--- config.mk ---
export PLATFORM = sky130hd
export DESIGN_NAME = radix_integer_to_text_flat
export DESIGN_NICKNAME = d
export VERILOG_FILES = /design/src/rtl/rit_pkg.sv /design/src/rtl/rit_if.sv /design/src/rtl/radix_integer_to_text.sv /design/src/rtl/rit_divider.sv /design/src/rtl/rit_digit_store.sv /design/src/flat_wrapper.sv
export VERILOG_INCLUDE_DIRS = /design/src /design/src/rtl
export SDC_FILE = /design/constraint.sdc
export NUM_CORES = 1
export LEC_CHECK = 0
export ABC_AREA = 0
export BUFFER_PORTS_ARGS = -buffer_cell sky130_fd_sc_hd__buf_2
export CAP_MARGIN = 20
export CORE_UTILIZATION = 47
export DETAILED_ROUTE_END_ITERATION = 6
export PLACE_DENSITY_LB_ADDON = 0.05
export SKIP_LAST_GASP = 1
export SYNTH_ARGS = -nofsm -noshare
export SYNTH_HDL_FRONTEND = slang
export SYNTH_SLANG_ARGS = --single-unit
--- constraint.sdc ---
create_clock -name clock -period 5.6 [get_ports clock]
set_input_delay 1.12 -clock clock [delete_from_list [all_inputs] [get_ports clock]]
set_output_delay 1.12 -clock clock [all_outputs]
set_load 0.03 [all_outputs]
--- src/rtl/radix_integer_to_text_macros.svh ---
// Assertion macros shared by the radix integer to text RTL.
// Included by the modules that carry concurrent assertions; no other dependencies.
`ifndef RADIX_INTEGER_TO_TEXT_MACROS_SVH
`define RADIX_INTEGER_TO_TEXT_MACROS_SVH

// Same-cycle implication, disabled while reset is high.
`define RIT_ASSERT_SAME(label, clk, rst, ante, cons) \
   label: assert property (@(posedge clk) disable iff (rst) (ante) |-> (cons)) \
      else $error("radix_integer_to_text: same-cycle check failed");

// Next-cycle implication, disabled while reset is high.
`define RIT_ASSERT_NEXT(label, clk, rst, ante, cons) \
   label: assert property (@(posedge clk) disable iff (rst) (ante) |=> (cons)) \
      else $error("radix_integer_to_text: next-cycle check failed");

`endif

--- src/rtl/rit_pkg.sv ---
// Package for the radix integer to text block: field widths, character constants,
// sequencer state type, divider control and status structs, and digit helpers.
`timescale 1ns / 1ps

package rit_pkg;

   localparam int VALUE_BITS = 64;
   localparam int RADIX_BITS = 6;
   localparam int CHAR_BITS  = 7;

   localparam logic [RADIX_BITS-1:0] RADIX_MIN      = 6'd2;
   localparam logic [RADIX_BITS-1:0] RADIX_MAX      = 6'd36;
   localparam logic [RADIX_BITS-1:0] DECIMAL_DIGITS = 6'd10;

   localparam logic [CHAR_BITS-1:0] CHAR_ZERO     = 7'h30;
   localparam logic [CHAR_BITS-1:0] CHAR_NINE     = 7'h39;
   localparam logic [CHAR_BITS-1:0] CHAR_LETTER_A = 7'h41;
   localparam logic [CHAR_BITS-1:0] CHAR_LETTER_Z = 7'h5A;

   typedef enum logic [2:0] {
      ST_IDLE,
      ST_DIVIDE,
      ST_FETCH,
      ST_LOAD,
      ST_SHOW
   } rit_state_type;

   typedef struct packed {
      logic start;
      logic resume;
   } rit_div_ctrl_type;

   typedef struct packed {
      logic                  busy;
      logic                  done;
      logic                  quotient_zero;
      logic [RADIX_BITS-1:0] remainder;
   } rit_div_stat_type;

   // Bases below two act as two, bases above thirty-six act as thirty-six.
   function automatic logic [RADIX_BITS-1:0] clamp_radix(input logic [RADIX_BITS-1:0] r);
      logic [RADIX_BITS-1:0] result;
      if (r < RADIX_MIN) begin
         result = RADIX_MIN;
      end else if (r > RADIX_MAX) begin
         result = RADIX_MAX;
      end else begin
         result = r;
      end
      return result;
   endfunction

   function automatic logic [CHAR_BITS-1:0] digit_char(input logic [RADIX_BITS-1:0] d);
      logic [CHAR_BITS-1:0] result;
      if (d < DECIMAL_DIGITS) begin
         result = CHAR_ZERO + {1'b0, d};
      end else begin
         result = CHAR_LETTER_A + {1'b0, d} - {1'b0, DECIMAL_DIGITS};
      end
      return result;
   endfunction

endpackage

--- src/rtl/rit_if.sv ---
// Handshake channel interfaces for the radix integer to text block.
// Depends on rit_pkg for the payload widths.
`timescale 1ns / 1ps

interface rit_req_if;
   import rit_pkg::*;

   logic                  valid;
   logic                  ready;
   logic [VALUE_BITS-1:0] value;
   logic [RADIX_BITS-1:0] radix;

   modport source (output valid, value, radix, input ready);
   modport sink   (input valid, value, radix, output ready);
endinterface

interface rit_rsp_if;
   import rit_pkg::*;

   logic                 valid;
   logic                 ready;
   logic [CHAR_BITS-1:0] char_code;
   logic                 last;

   modport source (output valid, char_code, last, input ready);
   modport sink   (input valid, char_code, last, output ready);
endinterface

--- src/rtl/radix_integer_to_text.sv ---
// Radix integer to text converter, top level: sequencer, digit pointer and output register.
// Depends on rit_pkg, rit_if, rit_divider, rit_digit_store and the assertion macro header.
//
// Each request transfer carries an unsigned value (only the low VALUE_WIDTH bits count) and a
// base; bases below two act as two and bases above thirty-six act as thirty-six. The block
// answers with one response transfer per digit, most significant digit first, as ASCII '0'-'9'
// then 'A'-'Z', and raises last on the least significant digit. A zero value gives a single
// '0'. At most MAX_DIGITS digits are produced; when the value needs more, only the lowest
// MAX_DIGITS digits appear and the higher ones are dropped. One conversion is in flight at a
// time: req_bus.ready is high only while the block is idle. A serial restoring divider finds
// one quotient bit per cycle to produce each digit, and each digit then leaves through a memory
// read, an output register load, and the transfer itself while rsp_bus.ready is high. There is
// no clearing pass after reset; every digit that is emitted was written by the same conversion.
`timescale 1ns / 1ps
`include "radix_integer_to_text_macros.svh"

module radix_integer_to_text #(
   parameter int VALUE_WIDTH = 64,
   parameter int MAX_DIGITS  = 64
) (
   input  logic         clock,
   input  logic         reset,
   rit_req_if.sink      req_bus,
   rit_rsp_if.source    rsp_bus
);
   import rit_pkg::*;

   localparam int AddrBits = $clog2(MAX_DIGITS);

   rit_state_type         state_ff, state_in;
   logic [AddrBits-1:0]   ptr_ff, ptr_in;
   logic [CHAR_BITS-1:0]  char_ff, char_in;
   logic                  last_ff, last_in;

   rit_div_ctrl_type      div_ctrl;
   rit_div_stat_type      div_stat;

   logic                  req_transfer;
   logic                  rsp_transfer;
   logic                  store_full;
   logic                  mem_wr_en;
   logic [RADIX_BITS-1:0] mem_rd_data;

   assign req_transfer = req_bus.valid && req_bus.ready;
   assign rsp_transfer = rsp_bus.valid && rsp_bus.ready;
   assign store_full   = ptr_ff == AddrBits'(MAX_DIGITS - 1);

   // The divider keeps the running quotient and the base between digits.
   rit_divider #(
      .VALUE_WIDTH (VALUE_WIDTH)
   ) u_divider (
      .clock    (clock),
      .reset    (reset),
      .dividend (req_bus.value[VALUE_WIDTH-1:0]),
      .divisor  (clamp_radix(req_bus.radix)),
      .ctrl     (div_ctrl),
      .stat     (div_stat)
   );

   // Digits are written least significant first at rising addresses and read back
   // from the highest address down; the read port follows the pointer every cycle.
   rit_digit_store #(
      .DEPTH (MAX_DIGITS)
   ) u_digit_store (
      .clock   (clock),
      .wr_en   (mem_wr_en),
      .wr_addr (ptr_ff),
      .wr_data (div_stat.remainder),
      .rd_addr (ptr_ff),
      .rd_data (mem_rd_data)
   );

   // Next state.
   always_comb begin
      state_in = state_ff;
      unique case (state_ff)
         ST_IDLE: begin
            if (req_transfer) begin
               state_in = ST_DIVIDE;
            end
         end
         ST_DIVIDE: begin
            // Stop once the quotient runs out or the store is full.
            if (div_stat.done && (div_stat.quotient_zero || store_full)) begin
               state_in = ST_FETCH;
            end
         end
         ST_FETCH: begin
            state_in = ST_LOAD;
         end
         ST_LOAD: begin
            state_in = ST_SHOW;
         end
         ST_SHOW: begin
            if (rsp_transfer) begin
               state_in = last_ff ? ST_IDLE : ST_FETCH;
            end
         end
         default: begin
            state_in = ST_IDLE;
         end
      endcase
   end

   // Outputs and datapath control. Ready is high in the idle state and valid is high
   // in the show state, so the far side's handshake signal alone marks a transfer there.
   always_comb begin
      req_bus.ready   = 1'b0;
      rsp_bus.valid   = 1'b0;
      div_ctrl.start  = 1'b0;
      div_ctrl.resume = 1'b0;
      mem_wr_en       = 1'b0;
      ptr_in          = ptr_ff;
      char_in         = char_ff;
      last_in         = last_ff;
      unique case (state_ff)
         ST_IDLE: begin
            req_bus.ready  = 1'b1;
            div_ctrl.start = req_bus.valid;
            if (req_bus.valid) begin
               ptr_in = '0;
            end
         end
         ST_DIVIDE: begin
            if (div_stat.done) begin
               mem_wr_en = 1'b1;
               if (!div_stat.quotient_zero && !store_full) begin
                  div_ctrl.resume = 1'b1;
                  ptr_in          = ptr_ff + AddrBits'(1);
               end
            end
         end
         ST_FETCH: begin
         end
         ST_LOAD: begin
            char_in = digit_char(mem_rd_data);
            last_in = ptr_ff == '0;
         end
         ST_SHOW: begin
            rsp_bus.valid = 1'b1;
            if (rsp_bus.ready && !last_ff) begin
               ptr_in = ptr_ff - AddrBits'(1);
            end
         end
         default: begin
         end
      endcase
   end

   assign rsp_bus.char_code = char_ff;
   assign rsp_bus.last      = last_ff;

   always_ff @(posedge clock) begin
      if (reset) begin
         state_ff <= ST_IDLE;
         ptr_ff   <= '0;
      end else begin
         state_ff <= state_in;
         ptr_ff   <= ptr_in;
      end
      char_ff <= char_in;
      last_ff <= last_in;
   end

   `RIT_ASSERT_SAME(a_ready_divider_free, clock, reset, req_bus.ready, !div_stat.busy)
   `RIT_ASSERT_SAME(a_done_only_dividing, clock, reset, div_stat.done, state_ff == ST_DIVIDE)
   `RIT_ASSERT_NEXT(a_last_ends_item, clock, reset,
                    rsp_transfer && rsp_bus.last, state_ff == ST_IDLE)
   `RIT_ASSERT_SAME(a_char_is_digit, clock, reset, rsp_bus.valid,
                    (rsp_bus.char_code >= CHAR_ZERO && rsp_bus.char_code <= CHAR_NINE) ||
                    (rsp_bus.char_code >= CHAR_LETTER_A && rsp_bus.char_code <= CHAR_LETTER_Z))

endmodule

--- src/rtl/rit_divider.sv ---
// Bit-serial restoring divider: divides a VALUE_WIDTH-bit word by a small radix,
// one quotient bit per cycle. Depends on rit_pkg and the assertion macro header.
`timescale 1ns / 1ps
`include "radix_integer_to_text_macros.svh"

module rit_divider #(
   parameter int VALUE_WIDTH = 64
) (
   input  logic                           clock,
   input  logic                           reset,
   input  logic [VALUE_WIDTH-1:0]         dividend,
   input  logic [rit_pkg::RADIX_BITS-1:0] divisor,
   input  rit_pkg::rit_div_ctrl_type      ctrl,
   output rit_pkg::rit_div_stat_type      stat
);
   import rit_pkg::*;

   localparam int CountBits = $clog2(VALUE_WIDTH);

   logic                  busy_ff, busy_in;
   logic                  done_ff, done_in;
   logic [CountBits-1:0]  count_ff, count_in;
   logic [VALUE_WIDTH-1:0] quot_ff, quot_in;
   logic [RADIX_BITS-1:0] rem_ff, rem_in;
   logic [RADIX_BITS-1:0] divisor_ff, divisor_in;

   logic [RADIX_BITS:0]   partial;
   logic                  fits;
   logic [RADIX_BITS:0]   trial;
   logic                  last_step;

   // The partial remainder stays below the divisor, so one shifted-in bit
   // never carries it past seven bits.
   assign partial   = {rem_ff, quot_ff[VALUE_WIDTH-1]};
   assign fits      = partial >= {1'b0, divisor_ff};
   assign trial     = partial - {1'b0, divisor_ff};
   assign last_step = count_ff == CountBits'(VALUE_WIDTH - 1);

   always_comb begin
      busy_in    = busy_ff;
      done_in    = 1'b0;
      count_in   = count_ff;
      quot_in    = quot_ff;
      rem_in     = rem_ff;
      divisor_in = divisor_ff;
      if (ctrl.start) begin
         busy_in    = 1'b1;
         count_in   = '0;
         quot_in    = dividend;
         rem_in     = '0;
         divisor_in = divisor;
      end else if (ctrl.resume) begin
         // The previous quotient is already in place as the next dividend.
         busy_in  = 1'b1;
         count_in = '0;
         rem_in   = '0;
      end else if (busy_ff) begin
         quot_in  = {quot_ff[VALUE_WIDTH-2:0], fits};
         rem_in   = fits ? trial[RADIX_BITS-1:0] : partial[RADIX_BITS-1:0];
         count_in = count_ff + CountBits'(1);
         if (last_step) begin
            busy_in = 1'b0;
            done_in = 1'b1;
         end
      end
   end

   always_ff @(posedge clock) begin
      if (reset) begin
         busy_ff  <= 1'b0;
         done_ff  <= 1'b0;
         count_ff <= '0;
      end else begin
         busy_ff  <= busy_in;
         done_ff  <= done_in;
         count_ff <= count_in;
      end
      quot_ff    <= quot_in;
      rem_ff     <= rem_in;
      divisor_ff <= divisor_in;
   end

   assign stat.busy          = busy_ff;
   assign stat.done          = done_ff;
   assign stat.quotient_zero = quot_ff == '0;
   assign stat.remainder     = rem_ff;

   `RIT_ASSERT_SAME(a_done_not_busy, clock, reset, done_ff, !busy_ff)
   `RIT_ASSERT_SAME(a_launch_when_free, clock, reset, ctrl.start || ctrl.resume, !busy_ff)
   `RIT_ASSERT_NEXT(a_last_step_done, clock, reset,
                    busy_ff && last_step && !ctrl.start && !ctrl.resume, done_ff && !busy_ff)

endmodule

--- src/rtl/rit_digit_store.sv ---
// Digit memory: one write port and one read port with registered read data.
// Depends on rit_pkg for the digit width.
`timescale 1ns / 1ps

module rit_digit_store #(
   parameter int DEPTH = 64
) (
   input  logic                           clock,
   input  logic                           wr_en,
   input  logic [$clog2(DEPTH)-1:0]       wr_addr,
   input  logic [rit_pkg::RADIX_BITS-1:0] wr_data,
   input  logic [$clog2(DEPTH)-1:0]       rd_addr,
   output logic [rit_pkg::RADIX_BITS-1:0] rd_data
);
   import rit_pkg::*;

   logic [RADIX_BITS-1:0] mem [DEPTH];
   logic [RADIX_BITS-1:0] rd_data_ff;

   always_ff @(posedge clock) begin
      if (wr_en) begin
         mem[wr_addr] <= wr_data;
      end
   end

   always_ff @(posedge clock) begin
      rd_data_ff <= mem[rd_addr];
   end

   assign rd_data = rd_data_ff;

endmodule
--- src/flat_wrapper.sv ---
// flat-port wrapper written by rule: the top's interface ports become plain ports
module radix_integer_to_text_flat import rit_pkg::*;
#(
   parameter int VALUE_WIDTH = 64,
   parameter int MAX_DIGITS  = 64
)
  (clock, reset, req_bus_valid, req_bus_value, req_bus_radix, req_bus_ready, rsp_bus_valid, rsp_bus_char_code, rsp_bus_last, rsp_bus_ready);
  rit_req_if req_bus_i ();
  rit_rsp_if rsp_bus_i ();
  input  logic clock;
  input  logic reset;
  input wire logic [$bits(req_bus_i.valid)-1:0] req_bus_valid;
  input wire logic [$bits(req_bus_i.value)-1:0] req_bus_value;
  input wire logic [$bits(req_bus_i.radix)-1:0] req_bus_radix;
  output wire logic [$bits(req_bus_i.ready)-1:0] req_bus_ready;
  output wire logic [$bits(rsp_bus_i.valid)-1:0] rsp_bus_valid;
  output wire logic [$bits(rsp_bus_i.char_code)-1:0] rsp_bus_char_code;
  output wire logic [$bits(rsp_bus_i.last)-1:0] rsp_bus_last;
  input wire logic [$bits(rsp_bus_i.ready)-1:0] rsp_bus_ready;
  assign req_bus_i.valid = req_bus_valid;
  assign req_bus_i.value = req_bus_value;
  assign req_bus_i.radix = req_bus_radix;
  assign req_bus_ready = req_bus_i.ready;
  assign rsp_bus_valid = rsp_bus_i.valid;
  assign rsp_bus_char_code = rsp_bus_i.char_code;
  assign rsp_bus_last = rsp_bus_i.last;
  assign rsp_bus_i.ready = rsp_bus_ready;
  radix_integer_to_text #(.VALUE_WIDTH(VALUE_WIDTH), .MAX_DIGITS(MAX_DIGITS)) u_core (.clock(clock), .reset(reset), .req_bus(req_bus_i), .rsp_bus(rsp_bus_i));
endmodule
# == Word-level counts from Yosys, hierarchy flattened ==
# Memory sizes are Yosys's and may differ from the RTL's. A register that Yosys moved wholly into a read port is not among the register bits.
# Cells that the tools add are included.
# totals
regBits,101
latch_bits,0
mem_bits_rw,384
rom_bits,0
inputBits,74
out_inout_bits,10
wordCells,90
n_memories,1
# classes
n_addsub,7
mul,0
n_div,0
n_lt_le_gt_ge,4
eq_ne,14
n_shift,0
n_mux,31
bitwise,1
reduce_logical,21
# mem_list
name,depth,word_bits,read_ports,rd_ports_with_merged_regs,write_ports,line_no,source
u_core.u_digit_store.mem,64,6,1,1,1,rit_digit_store.sv:17,logic [RADIX_BITS-1:0] mem [DEPTH];
# ops
op,count
$mux W64,3
$logic_not A64 Y1,1
$mux W6,6
$pmux W6 S3,1
$mux W1,15
$pmux W3 S5,1
$add A6 B1 Y6 const B,2
$eq A6 B6 Y1 const B,2
$ne A2 B1 Y1 const B,6
$mux W3,3
$add A6 B6 Y7 const A,1
$add A7 B6 Y7 const A,1
$ge A7 B6 Y1,1
$mux W7,1
$sub A7 B4 Y7 const B,1
$eq A3 B2 Y1 const B,2
$gt A6 B6 Y1 const B,1
$logic_not A6 Y1,1
$lt A6 B2 Y1 const B,1
$lt A6 B4 Y1 const B,1
$sub A6 B1 Y6 const B,1
$sub A6 B6 Y6,1
$logic_and A1 B1 Y1,5
$reduce_and A5 Y1,1
15 further kinds,19

# == Logic depth before layout (Yosys ltp) ==
# logic_depth
ltp_word,8
mapped_depth,13

# == Cells and area by module ==
# A second synthesis with hierarchy kept.
# hier_totals
hier_cells,1126
area_unflattened_um2,20363.3
# by_module_without_submodules
module,n_inst,cells_per_inst,area_per_inst_um2
rit_digit_store,1,720,15225.9
rit_divider,1,271,3932.5
radix_integer_to_text,1,135,1204.9

# == Worst setup path before layout ==
# OpenSTA, ideal clock, no wires.
# synth_timing
path_kind,flip-flop to flip-flop
from,reg u_core.state_ff[0]
to,"reg u_core.u_divider.quot_ff[0], enable pin"
setup_time_ns,0.424
t_arrival_ns,3.222
t_required_ns,5.176
path_slack_ns,1.955
path_stages_with_launch,6
path_buffers,2
period_less_slack_ns,3.645
cell_sequence,dfxtp_1 -> clkbuf_1 -> nor3_1 -> nand2_1 -> clkbuf_1 -> nand2_1
# synth_between
elab_chain_len,4
word_cells_on_any_way,7
# synth_lines
element,line_no,source
start: declaration,radix_integer_to_text.sv:30,"rit_state_type state_ff, state_in;"
start signal: assignment,radix_integer_to_text.sv:158,state_ff <= state_in;
$eq A3 B1 Y1 / $logic_not A3 Y1 (equally long branches),radix_integer_to_text.sv:116,unique case (state_ff)
$mux W1,radix_integer_to_text.sv:116,
$ne A2 B1 Y1 (no source line) / $reduce_bool A2 Y1 (equally long branches),-,
$reduce_and A2 Y1 (no source line) *,-,
end signal: assignment,rit_divider.sv:78,quot_ff <= quot_in;
end: declaration,rit_divider.sv:23,"logic [VALUE_WIDTH-1:0] quot_ff, quot_in;"
# Mark *: on every way between the ends. The rest lies on a longest branch, timed or not.
# A chain may end at the register's enable or synchronous reset.

==> qor.txt <==
gr usage total: 24.1%
startpoint types: flop
CTS Hold Buffers Added: 0
list of most frequent post-synthesis cells: edfxtp_1, nand2_1, nor2_1
relative slew slack: 29.4%
Via-to-Cell Ratio: 5.83
synthesized area: 20500 sq um
#FFs+latches synth: 491
GP Congestion: 0.862
Site Rows: 76
total negative slack: 0 ns
most numerous cell in the Yosys netlist: edfxtp_1
Slew @ Worst Pin: 1.06 ns
library cells used by synthesis: 70
layout cells sized above 1: 17.9%
Worst Path Buf+Inv: 2
CP max stage delay: 1.02 ns
RSZ-0062 raised after global routing: false
WL final: 53000 um
n_diodes: 0
yosys warns: 0
IO Count: 84
drt pass-1 iters: 5
syn avg cell area: 14.6 sq um
ys async rst share: 0%
kind of critical path: reg -> reg
clk sinks: 491
first-pass GRT wire length: 77800 um
Post-synth EDFFs: 462
maxcap violations: 0
main area contributors after synthesis: edfxtp_1, mux4_2, nand2_1
crit-path cells: inv_2 > buf_4 > a221o_1 > a222oi_1 > o22ai_1 > or4_1
initial antenna violation count: 0
area growth from synthesis to layout: 13.4%
fill count: 3622
DIE WIDTH: 211 um
Inserted Clock Buffers: 52
Setup Buffers After CTS: 0
via count: 12300
CP required: 6.05 ns
largest net degree at the start of global routing: 72
max frequency: 277 MHz
core area: 43100 sq um
number of global-route vias before repair: 12000
Mapped Cells: 1403
Leakage: 8.03 nW
GRT overflow: 0
Max VDD drop: 230 uV
Final #Nets: 1569
period utilization: 64.6%
Worst Skew: 0.0226 ns
Initial Utilization: 47.6%
DIE AREA: 44500 sq um
ys flop type: edfxtp_1
Synth top area share: 67.7%
DRT antenna net count: 0
final setup fails: 0
post_cts resized: 0
Final Hold Fails: 0
Crit. End Element: flop
Clock Latency Late Sink: 0.59 ns
outcome: finished clean
min cycle time layout: 3.61 ns
CP Max Fanout: 34
CTS tree: built
worst-case clock buffer depth: 3
Routed wire per std cell: 25.1 um
Worst-path clk slew: 0.06 ns
Clk Tree Root Cell: clkbuf_16
worst min-delay path class: reg -> reg
Final Max Slew Viols: 0
Final Util: 54.0%
Die Y: 211 um
DR iter-0 viols: 1281
Crit path max-delay family: compound AO/OA/AOI/OAI gates
data arrival time of the critical path: 4.06 ns
slowest CP cell: dfxtp_2
# DRC: 0
HPWL Detailed: 33200 um
Port Buffer Count: 83
syn nets: 1489
largest area contributor in the netlist: edfxtp_1
Power Density: 363 nW/um^2
CTS H-tree depth: 2
post-synthesis sequential area ratio: 70.5%
## logic make-up after synthesis
group,synth area share [%]
adders and majority gates,0.769
xor gates and xnor gates,0.470
AOI/OAI and AO/OA,6.80
and+or+nand+nor,10.5
buffers and inverters,2.18
muxes,8.76
DFF,70.5
## per-layer routing
layer / GRT usage (%) / vias to the layer above / routed length (um)
met5: 0 / - / 0
met2: 36.8 / 393 / 24500
li1: - / 5542 / -
met3: 4.45 / 84 / 3300
met1: 35.3 / 6266 / 23800
met4: 7.12 / 0 / 1350
## report_power, final
group | total [mW] | switching [mW] | leakage (nW) | internal (mW)
Combinational | 0.605 | 0.440 | 2.60 | 0.165
Sequential | 4.33 | 0.0580 | 4.59 | 4.27
Clock | 3.50 | 1.41 | 0.843 | 2.09
## metrics by stage
step	total power, mW	area (sq um)	setup WS [ns]	instances	hold WS (ns)
floorplan	4.74	20500	1.95	1403	0.513
global placement	5.00	21500	1.82	2011	0.524
detailed placement	5.02	21500	1.75	2012	0.535
CTS	8.49	23200	1.75	2107	0.549
global route	8.70	23300	1.80	2109	0.568
finish	8.43	23300	1.99	2109	0.544
## path summary, 6_finish.rpt
kind                                     endpoint  slack [ns]  cells after the start                         start
setup / recovery  u_core.u_digit_store.rd_data[1]        1.99                      6              u_core.ptr_ff[0]
hold / removal       u_core.u_divider.count_ff[5]        0.54                      2  u_core.u_divider.count_ff[5]
setup reg to reg  u_core.u_digit_store.rd_data[1]        1.99                      6              u_core.ptr_ff[0]
hold reg to reg      u_core.u_divider.count_ff[5]        0.54                      2  u_core.u_divider.count_ff[5]
## layout by cell type, fill, tap and decap left out, types with 23 or more instances in the layout
cell,instances
buf_4,23
mux4_2,45
clkbuf_16,53
mux2_2,24
nand2_1,239
a22oi_1,26
o21ai_0,23
nor2_1,88
nor3_1,24
mux2i_1,35
buf_2,83
edfxtp_1,462
a21oi_1,26
## area by class of cell
| cell class | instances | area, sq um | area share, % |
|---|---|---|---|
| clock buffer | 69 | 1450 | 6.22 |
| clock inverter | 26 | 284 | 1.22 |
| inverter | 22 | 82.6 | 0.355 |
| multi-input combinational | 808 | 5610 | 24.1 |
| sequential | 491 | 14500 | 62.2 |
| tap | 585 | 732 | 3.15 |
| timing repair buffer | 108 | 628 | 2.70 |
## state kept, by name (all words and copies together), names as in the netlist
signal,count
u_core.u_digit_store.mem,384
u_core.u_divider.quot_ff,64
u_core.rsp_bus.char_code,7
u_core.ptr_ff,6
u_core.u_digit_store.rd_data,6
u_core.u_divider.count_ff,6
u_core.u_divider.divisor_ff,6
u_core.u_divider.rem_ff,6
u_core.state_ff,3
u_core.rsp_bus.last,1
u_core.u_divider.busy_ff,1
u_core.u_divider.done_ff,1
## worst min-delay path: cells and delay by family (launching register included)
family | cells | cell delay, ns
and+or+nand+nor | 1 | 0.04
xor gates and xnor gates | 1 | 0.12
DFF | 1 | 0.34
(Power assumes the default switching activity.)
